<file path="config.mk">
export PLATFORM = sky130hd
export DESIGN_NAME = lfu_cache_controller_unit
export DESIGN_NICKNAME = d
export VERILOG_FILES = /design/src/rtl/lfu_pkg.sv /design/src/rtl/lfu_scan.sv /design/src/rtl/lfu_cache_controller_unit.sv
export VERILOG_INCLUDE_DIRS = /design/src /design/src/rtl
export SDC_FILE = /design/constraint.sdc
export NUM_CORES = 2
export LEC_CHECK = 0
export ABC_AREA = 0
export BUFFER_PORTS_ARGS = -buffer_cell sky130_fd_sc_hd__buf_2
export CAP_MARGIN = 0
export CELL_PAD_IN_SITES_DETAIL_PLACEMENT = 2
export CELL_PAD_IN_SITES_GLOBAL_PLACEMENT = 2
export CORE_MARGIN = 2
export CORE_UTILIZATION = 35
export DETAILED_ROUTE_END_ITERATION = 10
export GPL_TIMING_DRIVEN = 0
export PLACE_DENSITY = 0.67
export SETUP_SLACK_MARGIN = 0.4
export SYNTH_ARGS = -nofsm -noshare
export SYNTH_HDL_FRONTEND = slang
export SYNTH_SLANG_ARGS = --single-unit
export TNS_END_PERCENT = 100
</file>
<file path="constraint.sdc">
create_clock -name clk -period 9.34 [get_ports clk]
set_input_delay 1.401 -clock clk [delete_from_list [all_inputs] [get_ports clk]]
set_output_delay 1.401 -clock clk [all_outputs]
set_load 0.005 [all_outputs]
</file>
<file path="src/rtl/assert_macros.svh">
// ----------------------------------------------------------------------------
// Assertion macros
// Clocked concurrent assertion wrappers shared by the RTL files.
// ----------------------------------------------------------------------------
`ifndef ASSERT_MACROS_SVH
`define ASSERT_MACROS_SVH
`ifndef SYNTHESIS
`define LFU_ASSERT(lbl, clk, rst, prop, msg) \
  lbl: assert property (@(posedge clk) disable iff (rst) prop) else $error(msg);
`define LFU_ASSERT_ALWAYS(lbl, clk, prop, msg) \
  lbl: assert property (@(posedge clk) prop) else $error(msg);
`else
`define LFU_ASSERT(lbl, clk, rst, prop, msg)
`define LFU_ASSERT_ALWAYS(lbl, clk, prop, msg)
`endif
`endif

</file>
<file path="src/rtl/lfu_pkg.sv">
// ----------------------------------------------------------------------------
// LFU cache package
// Sizes and the scan result type shared by the cache controller files.
// ----------------------------------------------------------------------------
`timescale 1ns / 1ps

package lfu_pkg;

  localparam int ENTRIES    = 16;
  localparam int IDX_W      = $clog2(ENTRIES);
  localparam int OCC_W      = $clog2(ENTRIES + 1);
  localparam int RANK_W     = IDX_W;
  localparam int CNT_W      = 32;
  localparam int KEY_W      = 32;
  localparam int DATA_W     = 32;
  localparam int CAP_W      = 5;

  localparam logic [CNT_W-1:0] COUNT_MAX = {CNT_W{1'b1}};

  // Outcome of one full pass over the entries.
  typedef struct packed {
    logic              match;
    logic [IDX_W-1:0]  midx;
    logic [DATA_W-1:0] mdata;
    logic [CNT_W-1:0]  mcnt;
    logic              vfound;
    logic [IDX_W-1:0]  vidx;
  } scan_res_t;

endpackage

</file>
<file path="src/rtl/lfu_scan.sv">
// ----------------------------------------------------------------------------
// LFU scan unit
// Shared compare unit: one entry per cycle while en is high, for key match and victim choice.
// ----------------------------------------------------------------------------
`timescale 1ns / 1ps

module lfu_scan (
  input  logic                        clk,
  input  logic                        clear,
  input  logic                        en,
  input  logic [lfu_pkg::IDX_W-1:0]   idx,
  input  logic                        ent_valid,
  input  logic [lfu_pkg::KEY_W-1:0]   ent_key,
  input  logic [lfu_pkg::DATA_W-1:0]  ent_data,
  input  logic [lfu_pkg::CNT_W-1:0]   ent_cnt,
  input  logic [lfu_pkg::RANK_W-1:0]  ent_rank,
  input  logic [lfu_pkg::KEY_W-1:0]   key,
  output lfu_pkg::scan_res_t          res
);

  logic [lfu_pkg::CNT_W-1:0]  vcnt;
  logic [lfu_pkg::RANK_W-1:0] vrank;
  logic                       take_victim;

  // Lower count wins; on equal counts the entry touched longer ago wins.
  assign take_victim = ent_valid &&
                       (!res.vfound || (ent_cnt < vcnt) ||
                        ((ent_cnt == vcnt) && (ent_rank > vrank)));

  always_ff @(posedge clk) begin
    if (clear) begin
      res.match  <= 1'b0;
      res.vfound <= 1'b0;
    end else if (en) begin
      if (ent_valid && (ent_key == key) && !res.match) begin
        res.match <= 1'b1;
        res.midx  <= idx;
        res.mdata <= ent_data;
        res.mcnt  <= ent_cnt;
      end
      if (take_victim) begin
        res.vfound <= 1'b1;
        res.vidx   <= idx;
        vcnt       <= ent_cnt;
        vrank      <= ent_rank;
      end
    end
  end

endmodule

</file>
<file path="src/rtl/lfu_cache_controller_unit.sv">
// ----------------------------------------------------------------------------
// LFU cache controller
// Key-value store with least-frequently-used replacement, oldest touch first.
// ----------------------------------------------------------------------------
//  Channel   | Signals                                  | Direction
//  ----------+------------------------------------------+----------
//  request   | in_valid, in_stall, req_type, key, value | in
//  result    | out_valid, out_stall, hit, read_value,   | out
//            | evicted                                  |
//  config    | capacity_we, capacity_wdata              | in
//
// A request is accepted in the idle state and then passes through the scan,
// the update step, the insert step when a new key is inserted, and the finish
// step. During the scan one entry is issued per cycle to the registered read
// of the key, data and count memories; the scan then waits for that read to
// drain and for the shared scan unit to settle. The finish step loads the
// output register.
// Reset (synchronous, active high) clears all valid bits, the occupancy and
// the handshake state, and sets the capacity to 16.
// The request side stalls whenever a request is in progress. A result beat
// held by a stalled consumer keeps the controller in its final state until
// the output register is free.
// ----------------------------------------------------------------------------
`timescale 1ns / 1ps
`include "assert_macros.svh"

module lfu_cache_controller_unit (
  input  logic                              clk,
  input  logic                              rst,
  input  logic                              capacity_we,
  input  logic [lfu_pkg::CAP_W-1:0]         capacity_wdata,
  input  logic                              in_valid,
  output logic                              in_stall,
  input  logic                              req_type,
  input  logic signed [lfu_pkg::KEY_W-1:0]  key,
  input  logic signed [lfu_pkg::DATA_W-1:0] value,
  output logic                              out_valid,
  input  logic                              out_stall,
  output logic                              hit,
  output logic signed [lfu_pkg::DATA_W-1:0] read_value,
  output logic                              evicted
);

  typedef enum logic [4:0] {
    S_IDLE   = 5'b00001,
    S_SCAN   = 5'b00010,
    S_UPDATE = 5'b00100,
    S_INSERT = 5'b01000,
    S_FINISH = 5'b10000
  } state_t;

  state_t state;

  // Capacity register and its clamp to the number of entries.
  logic [lfu_pkg::CAP_W-1:0] capacity;
  logic [lfu_pkg::OCC_W-1:0] cap_eff;

  assign cap_eff = (capacity > lfu_pkg::CAP_W'(lfu_pkg::ENTRIES)) ?
                   lfu_pkg::OCC_W'(lfu_pkg::ENTRIES) :
                   lfu_pkg::OCC_W'(capacity);

  always_ff @(posedge clk) begin
    if (rst) begin
      capacity <= lfu_pkg::CAP_W'(16);
    end else if (capacity_we) begin
      capacity <= capacity_wdata;
    end
  end

  // Latched request.
  logic                       req_set;
  logic [lfu_pkg::KEY_W-1:0]  req_key;
  logic [lfu_pkg::DATA_W-1:0] req_val;

  // Valid bits and touch ranks live in flops; each entry updates in parallel.
  logic [lfu_pkg::ENTRIES-1:0] valid;
  logic [lfu_pkg::RANK_W-1:0]  rank [lfu_pkg::ENTRIES];
  logic [lfu_pkg::OCC_W-1:0]   occupancy;

  // Key, data and count memories, read one entry per cycle during the scan.
  logic [lfu_pkg::KEY_W-1:0]  key_mem  [lfu_pkg::ENTRIES];
  logic [lfu_pkg::DATA_W-1:0] data_mem [lfu_pkg::ENTRIES];
  logic [lfu_pkg::CNT_W-1:0]  cnt_mem  [lfu_pkg::ENTRIES];
  logic [lfu_pkg::KEY_W-1:0]  key_q;
  logic [lfu_pkg::DATA_W-1:0] data_q;
  logic [lfu_pkg::CNT_W-1:0]  cnt_q;

  logic [lfu_pkg::OCC_W-1:0]  scan_idx;
  logic                       issue;
  logic                       pvalid;
  logic [lfu_pkg::IDX_W-1:0]  pidx;

  assign issue = (state == S_SCAN) && (scan_idx < lfu_pkg::OCC_W'(lfu_pkg::ENTRIES));

  always_ff @(posedge clk) begin
    key_q  <= key_mem[scan_idx[lfu_pkg::IDX_W-1:0]];
    data_q <= data_mem[scan_idx[lfu_pkg::IDX_W-1:0]];
    cnt_q  <= cnt_mem[scan_idx[lfu_pkg::IDX_W-1:0]];
    pidx   <= scan_idx[lfu_pkg::IDX_W-1:0];
  end

  // Scan results.
  lfu_pkg::scan_res_t sr;

  lfu_scan u_scan (
    .clk       (clk),
    .clear     (state == S_IDLE),
    .en        (pvalid),
    .idx       (pidx),
    .ent_valid (valid[pidx]),
    .ent_key   (key_q),
    .ent_data  (data_q),
    .ent_cnt   (cnt_q),
    .ent_rank  (rank[pidx]),
    .key       (req_key),
    .res       (sr)
  );

  // Decisions taken in the update cycle.
  logic do_touch;
  logic do_evict;
  logic to_insert;

  always_comb begin
    do_touch  = 1'b0;
    do_evict  = 1'b0;
    to_insert = 1'b0;
    if (!req_set) begin
      do_touch = sr.match;
    end else if (cap_eff != '0) begin
      if (sr.match) begin
        do_touch = 1'b1;
      end else begin
        to_insert = 1'b1;
        do_evict  = (occupancy >= cap_eff);
      end
    end
  end

  // The lowest free slot, looked up once the victim is gone.
  logic                      free_found;
  logic [lfu_pkg::IDX_W-1:0] free_idx;

  always_comb begin
    free_found = 1'b0;
    free_idx   = '0;
    for (int i = lfu_pkg::ENTRIES - 1; i >= 0; i--) begin
      if (!valid[i]) begin
        free_found = 1'b1;
        free_idx   = lfu_pkg::IDX_W'(i);
      end
    end
  end

  logic                       do_insert;
  logic [lfu_pkg::CNT_W-1:0]  cnt_inc;

  assign do_insert = (state == S_INSERT) && free_found;
  assign cnt_inc   = (sr.mcnt == lfu_pkg::COUNT_MAX) ? sr.mcnt : sr.mcnt + 1'b1;

  // One write port per memory.
  always_ff @(posedge clk) begin
    if (do_insert) begin
      key_mem[free_idx]  <= req_key;
      data_mem[free_idx] <= req_val;
      cnt_mem[free_idx]  <= lfu_pkg::CNT_W'(1);
    end else if ((state == S_UPDATE) && do_touch) begin
      cnt_mem[sr.midx] <= cnt_inc;
      if (req_set) begin
        data_mem[sr.midx] <= req_val;
      end
    end
  end

  // Valid bits, ranks and occupancy.
  always_ff @(posedge clk) begin
    if (rst) begin
      valid     <= '0;
      occupancy <= '0;
    end else if (state == S_UPDATE) begin
      if (do_touch) begin
        for (int i = 0; i < lfu_pkg::ENTRIES; i++) begin
          if (valid[i] && (lfu_pkg::IDX_W'(i) != sr.midx) && (rank[i] < rank[sr.midx])) begin
            rank[i] <= rank[i] + 1'b1;
          end
        end
        rank[sr.midx] <= '0;
      end else if (do_evict && sr.vfound) begin
        valid[sr.vidx] <= 1'b0;
        for (int i = 0; i < lfu_pkg::ENTRIES; i++) begin
          if (valid[i] && (rank[i] > rank[sr.vidx])) begin
            rank[i] <= rank[i] - 1'b1;
          end
        end
        if (occupancy != '0) begin
          occupancy <= occupancy - 1'b1;
        end
      end
    end else if (do_insert) begin
      for (int i = 0; i < lfu_pkg::ENTRIES; i++) begin
        if (valid[i]) begin
          rank[i] <= rank[i] + 1'b1;
        end
      end
      valid[free_idx] <= 1'b1;
      rank[free_idx]  <= '0;
      occupancy       <= occupancy + 1'b1;
    end
  end

  // Result being built.
  logic                       res_hit;
  logic [lfu_pkg::DATA_W-1:0] res_rv;
  logic                       res_ev;

  assign in_stall = (state != S_IDLE);

  always_ff @(posedge clk) begin
    if (rst) begin
      state     <= S_IDLE;
      out_valid <= 1'b0;
      pvalid    <= 1'b0;
      scan_idx  <= '0;
    end else begin
      pvalid <= issue;
      // The output register is loaded from the finish step once it is free.
      if ((state == S_FINISH) && (!out_valid || !out_stall)) begin
        out_valid <= 1'b1;
      end else if (out_valid && !out_stall) begin
        out_valid <= 1'b0;
      end
      unique case (state)
        S_IDLE: begin
          if (in_valid) begin
            req_set  <= req_type;
            req_key  <= key;
            req_val  <= value;
            res_hit  <= 1'b0;
            res_rv   <= '0;
            res_ev   <= 1'b0;
            scan_idx <= '0;
            state    <= S_SCAN;
          end
        end
        S_SCAN: begin
          if (issue) begin
            scan_idx <= scan_idx + 1'b1;
          end else if (!pvalid) begin
            state <= S_UPDATE;
          end
        end
        S_UPDATE: begin
          if (sr.match) begin
            res_hit <= 1'b1;
            res_rv  <= (req_set && (cap_eff != '0)) ? req_val : sr.mdata;
          end
          res_ev <= do_evict;
          state  <= to_insert ? S_INSERT : S_FINISH;
        end
        S_INSERT: begin
          if (free_found) begin
            res_rv <= req_val;
          end
          state <= S_FINISH;
        end
        S_FINISH: begin
          if (!out_valid || !out_stall) begin
            hit        <= res_hit;
            read_value <= res_rv;
            evicted    <= res_ev;
            state      <= S_IDLE;
          end
        end
        default: begin
          state <= S_IDLE;
        end
      endcase
    end
  end

  `LFU_ASSERT(a_occ_matches_valid, clk, rst, (state == S_IDLE) |-> ($countones(valid) == 32'(occupancy)), "occupancy disagrees with valid bits")
  `LFU_ASSERT(a_accept_busy, clk, rst, (in_valid && !in_stall) |=> (state == S_SCAN), "accepted request did not start a scan")
  `LFU_ASSERT(a_result_from_finish, clk, rst, $rose(out_valid) |-> $past(state == S_FINISH), "result appeared outside the finish step")
  `LFU_ASSERT_ALWAYS(a_occ_bound, clk, rst || (occupancy <= lfu_pkg::OCC_W'(lfu_pkg::ENTRIES)), "occupancy above entry count")

endmodule
</file>
## Word level (Yosys, flattened, before mapping)

Memories as Yosys holds them, arrays and structs flattened. A register that Yosys moved wholly into a read port is not among the register bits.
Cells that the tools add are included.

| word-level totals | value |
|---|---|
| logic and storage cells | 663 |
| bits in writable memories | 1,600 |
| input bits | 75 |
| output and inout port bits | 36 |
| memories kept | 4 |
| register bits | 285 |

Memory list:

| name | depth | bits a word | rd ports | clocked after Yosys merged registers in | write ports | line | source |
|---|---|---|---|---|---|---|---|
| cnt_mem | 16 | 32 | 1 | 1 | 1 | lfu_cache_controller_unit.sv:83 | `logic [lfu_pkg::CNT_W-1:0] cnt_mem [lfu_pkg::ENTRIES];` |
| data_mem | 16 | 32 | 1 | 1 | 1 | lfu_cache_controller_unit.sv:82 | `logic [lfu_pkg::DATA_W-1:0] data_mem [lfu_pkg::ENTRIES];` |
| key_mem | 16 | 32 | 1 | 1 | 1 | lfu_cache_controller_unit.sv:81 | `logic [lfu_pkg::KEY_W-1:0] key_mem [lfu_pkg::ENTRIES];` |
| rank | 16 | 4 | 19 | 3 | 17 | lfu_cache_controller_unit.sv:77 | `logic [lfu_pkg::RANK_W-1:0] rank [lfu_pkg::ENTRIES];` |

| operators by class | value |
|---|---|
| eq/ne operators | 34 |
| magnitude comparators | 42 |
| bitwise operators | 37 |
| reductions and logical operators | 92 |
| add/subtract/negate cells | 36 |
| multiplexer cells | 393 |

Operators with widths:

| operator | count |
|---|---|
| 1-bit two-way mux | 307 |
| 32-bit two-way mux | 7 |
| 4-bit two-way mux | 54 |
| 32-bit one-hot mux with 3 select lines | 1 |
| 4-bit > comparator | 17 |
| 5-bit two-way mux | 13 |
| 4-bit by 1-bit adder with 4-bit output (second input constant) | 16 |
| 32-bit == test | 2 |
| 4-bit < comparator | 16 |
| 16-bit two-way mux | 4 |
| 32-bit OR reduction | 2 |
| 4-bit by 1-bit subtractor with 4-bit output (second input constant) | 16 |
| 1-bit logical AND | 61 |
| 32-bit by 1-bit adder with 32-bit output (second input constant) | 1 |
| 32-bit == test (second input constant) | 1 |
| 32-bit < comparator | 1 |
| 4-bit != test (first input constant) | 8 |
| 1-bit OR | 32 |
| 5-bit one-hot mux with 5 select lines | 1 |
| 3-bit AND reduction | 7 |
| 16-bit AND | 1 |
| 3-bit by 4-bit != test with 1-bit output (first input constant) | 4 |
| 16-bit NOT | 1 |
| 16-bit OR | 1 |
| other kinds (32) | 60 |

## Depth between registers and ports, before layout

| depth | value |
|---|---|
| word-level depth | 23 |
| mapped depth | 18 |

## Cells and area by module

From an unflattened synthesis, not the netlist that was laid out.

| second synthesis, totals | value |
|---|---|
| cells, all modules | 4,126 |
| area total of the unflattened synthesis | 80,357.1 µm² |

Modules (own cells, without submodules):

| module | area each (µm²) | cells an instance | instances | sequential area each (µm²) |
|---|---|---|---|---|
| lfu_cache_controller_unit | 75,792.7 | 3,843 | 1 | 54,161.9 |
| lfu_scan | 4,564.4 | 283 | 1 | 3,283.1 |

## Worst setup path after synthesis

No wires, ideal clock.

| timing | value |
|---|---|
| path type | input to register |
| start | input port rst |
| end | register req_key[0] in the netlist's numbering (enable) |
| path slack | 2.439 ns |
| arrival | 6.334 ns |
| cell stages on the path | 3 |
| cell sequence | clkbuf_1 -> clkbuf_1 -> nor3_1 |

| between the ends | value |
|---|---|
| cells in the longest elaborated chain, start to end | 2 |

RTL lines:

| element | line | source |
|---|---|---|
| from (decl) | lfu_cache_controller_unit.sv:29 | `input logic rst,` |
| 1-bit NOT (no source line) | n/a |  |
| 3-bit AND reduction (no source line) | n/a |  |
| to (signal assigned) | lfu_cache_controller_unit.sv:236 | `req_key <= key;` |
| to (decl) | lfu_cache_controller_unit.sv:72 | `logic [lfu_pkg::KEY_W-1:0] req_key;` |

No other way between the ends.
A chain may end at the register's enable or synchronous reset.

==> impl_metrics.py <==
metrics = {
    "flow_run": {
        "drv.max_cap_violation_count": 1,
    },
    "synthesis": {
        "synthesis.area_um2": 81200,
        "synth_top_cell_area_share_pct": 65.72,
        "synth_largest_area_cell": "sky130_fd_sc_hd__edfxtp_1",
        "synth-edff-count": 1777,
        "synthTopCellsByArea": "sky130_fd_sc_hd__edfxtp_1 66%, sky130_fd_sc_hd__mux4_2 15%, sky130_fd_sc_hd__dfxtp_1 5.2%",
        "most_frequent_cell_after_synthesis": "sky130_fd_sc_hd__edfxtp_1",
        "ys.warnings.count": 0,
        "synth.yosys.seq_area_share_pct": 70.94,
        "synthArstFlopShare_pct": 0,
        "yosys-top-cells-count": "1,777 x sky130_fd_sc_hd__edfxtp_1, 535 x sky130_fd_sc_hd__mux4_2, 212 x sky130_fd_sc_hd__dfxtp_1, 190 x sky130_fd_sc_hd__ha_1, 133 x sky130_fd_sc_hd__nor2_1",
        "synth.net_count": 4434,
        "yosysUniqueCellTypes": 93,
        "synthesis.instances": 4161,
        "avgSynthCellArea_um2": 19.51,
        "synth-seq-cells": 1989,
        "synth_flop_cell": "sky130_fd_sc_hd__edfxtp_1",
    },
    "clock_network": {
        "clockRootBuffer": "sky130_fd_sc_hd__clkbuf_16",
        "tritoncts": "yes",
        "post_cts_resized": 0,
        "cts_bufs_inserted": 205,
        "clock_path_buffers": 3,
        "cts_max_level": 4,
        "cts.hold.buffers_added": 0,
        "clk_pin_slew_ns": 0.07,
        "count_of_buffers_added_by_post_cts_timing_repair_for_setup": 0,
        "clkLatencyLatePin_ns": 0.90,
        "clock-sinks": 1989,
    },
    "sta": {
        "finalHoldViolCount": 0,
        "fin_tns_setup_ns": 0,
        "finalWorstPathRequiredPeriod_ns": 6.048,
        "fmaxAchievable_mhz": 165.3,
        "max_slew.worst_pin.slew_ns": 1.496,
        "post-route-period-util_pct": 64.75,
        "unrepaired_setup_endpoints_after_global_routing": "no",
        "drv_slew": 0,
        "max_slew_margin_pct": 0.2362,
        "timing.clock.skew_ns": 0.1034,
        "finalSetupViolations": 0,
    },
    "outcome": {
        "failed_checks": "max-capacitance violations",
        "run_status": "finished, violations left",
    },
    "global_route": {
        "antenna_found_initial": 11,
        "overflow": 0,
        "grt_pass1_vias": 48920,
        "grt_max_degree": 42,
        "grt_use_total_pct": 23.01,
        "grt_first_pass_wirelength_um": 385300,
    },
    "pwr": {
        "power-per-cell-area_nw_per_um2": 198.3,
        "post-layout-total-power_uw": 18780,
        "cellLeakagePower_uw": 0.02852,
        "vdd_drop_max_mv": 0.2024,
    },
    "detailed_routing": {
        "route.detailed.wl_per_inst_um": 35.08,
        "routed.top_layer": "met4",
        "routed-wl-met3_um": 14580,
        "detailroute.via_count": 45040,
        "detailed_routing_iterations_pass_1": 5,
        "post_drt_via_cell_ratio": 5.790,
        "wirelength_um": 273000,
        "number_of_remaining_drc_errors": 0,
        "drt.antenna.violating_nets": 0,
        "drt_iter0_drc": 4484,
        "met2_length_um": 140000,
        "detail_route.wirelength.met1_um": 110300,
    },
    "finish": {
        "area_delta_synth_final_pct": 16.66,
        "finalNetCount": 4841,
        "drive_above_1_share_pct": 26.49,
    },
    "setup_path": {
        "crit_slowest_cell": "sky130_fd_sc_hd__inv_1",
        "endpoint_kind": "flip-flop",
        "classification_of_the_worst_setup_path": "reg -> reg",
        "cp_max_fo": 16,
        "worstPathRequired_ns": 10.05,
        "crit_path_cells": "clkbuf_1 -> buf_2 -> mux4_2 -> mux4_2 -> inv_1 -> ha_1 -> nor2b_1 -> o21a_1 -> o21a_1 -> o211a_1 -> nand2_1 -> inv_1 -> ha_1 -> a21o_1 -> a21oi_1 -> a21boi_0 -> a211oi_1 -> mux2_2",
        "crit_path_start_kind": "flip-flop",
        "worst_path_arrival_time_ns": 6.76,
        "slowest_delay_ns": 0.86,
        "cp_num_buf_inv": 4,
        "critical-path-top-delay-family": "buffers and inverters",
    },
    "floorplanning": {
        "row_count": 176,
        "io-pin-count": 111,
        "initial_core_util_pct": 35.25,
        "overall_die_area_um2": 235900,
        "die_y_um": 485.7,
        "floorplan.die.width_um": 485.7,
        "core_area_um2": 230300,
    },
    "hold_path": {
        "min_path_type": "reg -> reg",
    },
    "placement": {
        "numPortBuffers": 108,
        "dp.final_hpwl_um": 172700,
        "gp_routability_congestion": 0.8300,
    },
}
==> metal layers <==
metal | track usage [%] | up-vias
li1 | - | 18000
met2 | 40.40 | 1772
met1 | 29.63 | 24870
met3 | 3.165 | 404
met5 | 0 | -
met4 | 6.745 | 0
==> placed cells by master (no fill, tap or decap), types with 11 or more instances in the layout <==
| master | Yosys | final |
|---|---|---|
| sky130_fd_sc_hd__edfxtp_1 | 1777 | 1777 |
| sky130_fd_sc_hd__nor2_4 | 7 | 43 |
| sky130_fd_sc_hd__clkbuf_16 | 0 | 206 |
| sky130_fd_sc_hd__nor2_1 | 133 | 97 |
| sky130_fd_sc_hd__clkinv_2 | 0 | 42 |
| sky130_fd_sc_hd__nor3_2 | 7 | 13 |
| sky130_fd_sc_hd__ha_1 | 190 | 190 |
| sky130_fd_sc_hd__nor3_1 | 85 | 79 |
| sky130_fd_sc_hd__nand4_1 | 42 | 42 |
| sky130_fd_sc_hd__or3_1 | 19 | 19 |
| sky130_fd_sc_hd__o21ai_0 | 37 | 35 |
| sky130_fd_sc_hd__o211ai_1 | 22 | 22 |
| sky130_fd_sc_hd__buf_12 | 0 | 40 |
| sky130_fd_sc_hd__nand2_1 | 114 | 114 |
| sky130_fd_sc_hd__nand3_1 | 62 | 62 |
| sky130_fd_sc_hd__a211oi_1 | 22 | 22 |
| sky130_fd_sc_hd__nand2b_1 | 32 | 32 |
| sky130_fd_sc_hd__and3_1 | 12 | 12 |
| sky130_fd_sc_hd__a21oi_1 | 54 | 53 |
| sky130_fd_sc_hd__clkbuf_1 | 98 | 136 |
| sky130_fd_sc_hd__dfxtp_1 | 212 | 212 |
| sky130_fd_sc_hd__a21o_1 | 25 | 25 |
| sky130_fd_sc_hd__buf_6 | 5 | 34 |
| sky130_fd_sc_hd__xor2_1 | 46 | 46 |
| sky130_fd_sc_hd__buf_1 | 25 | 25 |
| sky130_fd_sc_hd__buf_16 | 0 | 16 |
| sky130_fd_sc_hd__xnor2_1 | 39 | 39 |
| sky130_fd_sc_hd__nor2b_1 | 26 | 26 |
| sky130_fd_sc_hd__clkbuf_8 | 0 | 19 |
| sky130_fd_sc_hd__mux2i_1 | 31 | 31 |
| sky130_fd_sc_hd__buf_2 | 43 | 152 |
| sky130_fd_sc_hd__clkinv_1 | 0 | 31 |
| sky130_fd_sc_hd__inv_1 | 121 | 112 |
| sky130_fd_sc_hd__o21a_1 | 45 | 45 |
| sky130_fd_sc_hd__bufinv_16 | 0 | 28 |
| sky130_fd_sc_hd__mux4_2 | 535 | 535 |
| sky130_fd_sc_hd__nor4_1 | 11 | 11 |
| sky130_fd_sc_hd__o31ai_1 | 13 | 13 |
| sky130_fd_sc_hd__a22o_1 | 36 | 36 |
| sky130_fd_sc_hd__clkinv_16 | 0 | 13 |
==> power by group <==
group / switching, uW / internal (uW) / leakage (uW)
logic: 106 / 70.3 / 0.00832
clock network: 3860 / 5030 / 0.00351
registers: 71.6 / 9640 / 0.0167
total: 4040 / 14700 / 0.0285
==> worst reg2reg max path, stage by stage (launching register included) <==
cell                       delay (ns)
sky130_fd_sc_hd__dfxtp_1         0.30
sky130_fd_sc_hd__clkbuf_1        0.48
sky130_fd_sc_hd__buf_2           0.49
sky130_fd_sc_hd__mux4_2          0.60
sky130_fd_sc_hd__mux4_2          0.46
sky130_fd_sc_hd__inv_1           0.86
sky130_fd_sc_hd__ha_1            0.43
sky130_fd_sc_hd__nor2b_1         0.14
sky130_fd_sc_hd__o21a_1          0.16
sky130_fd_sc_hd__o21a_1          0.18
sky130_fd_sc_hd__o211a_1         0.25
sky130_fd_sc_hd__nand2_1         0.12
sky130_fd_sc_hd__inv_1           0.07
sky130_fd_sc_hd__ha_1            0.27
sky130_fd_sc_hd__a21o_1          0.18
sky130_fd_sc_hd__a21oi_1         0.23
sky130_fd_sc_hd__a21boi_0        0.29
sky130_fd_sc_hd__a211oi_1        0.10
sky130_fd_sc_hd__mux2_2          0.30
==> flip-flops by register name, summed over array words and instances (netlist names), 4 cells and up, named ones only <==
register,cells
data_q,32
cnt_mem,512
scan_idx,5
capacity,5
state,5
u_scan.vrank,4
res_rv,32
cnt_q,32
data_mem,512
read_value,32
occupancy,5
pidx,4
key_q,32
rank,64
valid,16
req_key,32
req_val,32
key_mem,512
u_scan.vcnt,32
u_scan.res,74
==> logic make-up after synthesis <==
family / share of synthesized area, %
xor+xnor: 0.9168
mux: 15.71
simple gates: 4.022
fa+ha+maj: 3.125
flops: 70.94
buf+inv: 1.513
compound gates: 3.775
==> metrics by stage <==
step / instances / setup WS, ns / hold WS, ns / cell area (um2) / util [%]
after global routing: 7779 / 2.993 / 0.3932 / 94720 / 41.12
after floorplan: 4161 / 2.439 / 0.3290 / 81200 / -
after CTS: 7776 / 3.235 / 0.3885 / 94690 / 41.11
final: 7780 / 3.292 / 0.3937 / 94730 / 41.12
after global placement: 7295 / -4.565 / 0.3379 / 85530 / 37.13
after detailed placement: 7385 / 3.307 / 0.3696 / 87460 / 37.97
==> cell type report <==
type,count,area [um2]
fillers,21560,135600
flip-flops and latches,1989,57610
multi-input cells,1874,22680
clock buffers,265,5567
well taps,3026,3786
repair buffers,200,2181
clock inverters,126,1665
plain buffers,176,773.2
inverters,122,460.4
diodes,2,5.005
==> worst paths after layout <==
path	start	endpoint	slack, ns	depth (start not counted)
hold reg to reg	scan_idx[3]	pidx[3]	0.39	0
setup / recovery	flip-flop	rank[0][3]	3.29	18
hold / removal	scan_idx[3]	pidx[3]	0.39	0
setup reg to reg	flip-flop	rank[0][3]	3.29	18
No activity file was read; power rests on OpenSTA's default activity.
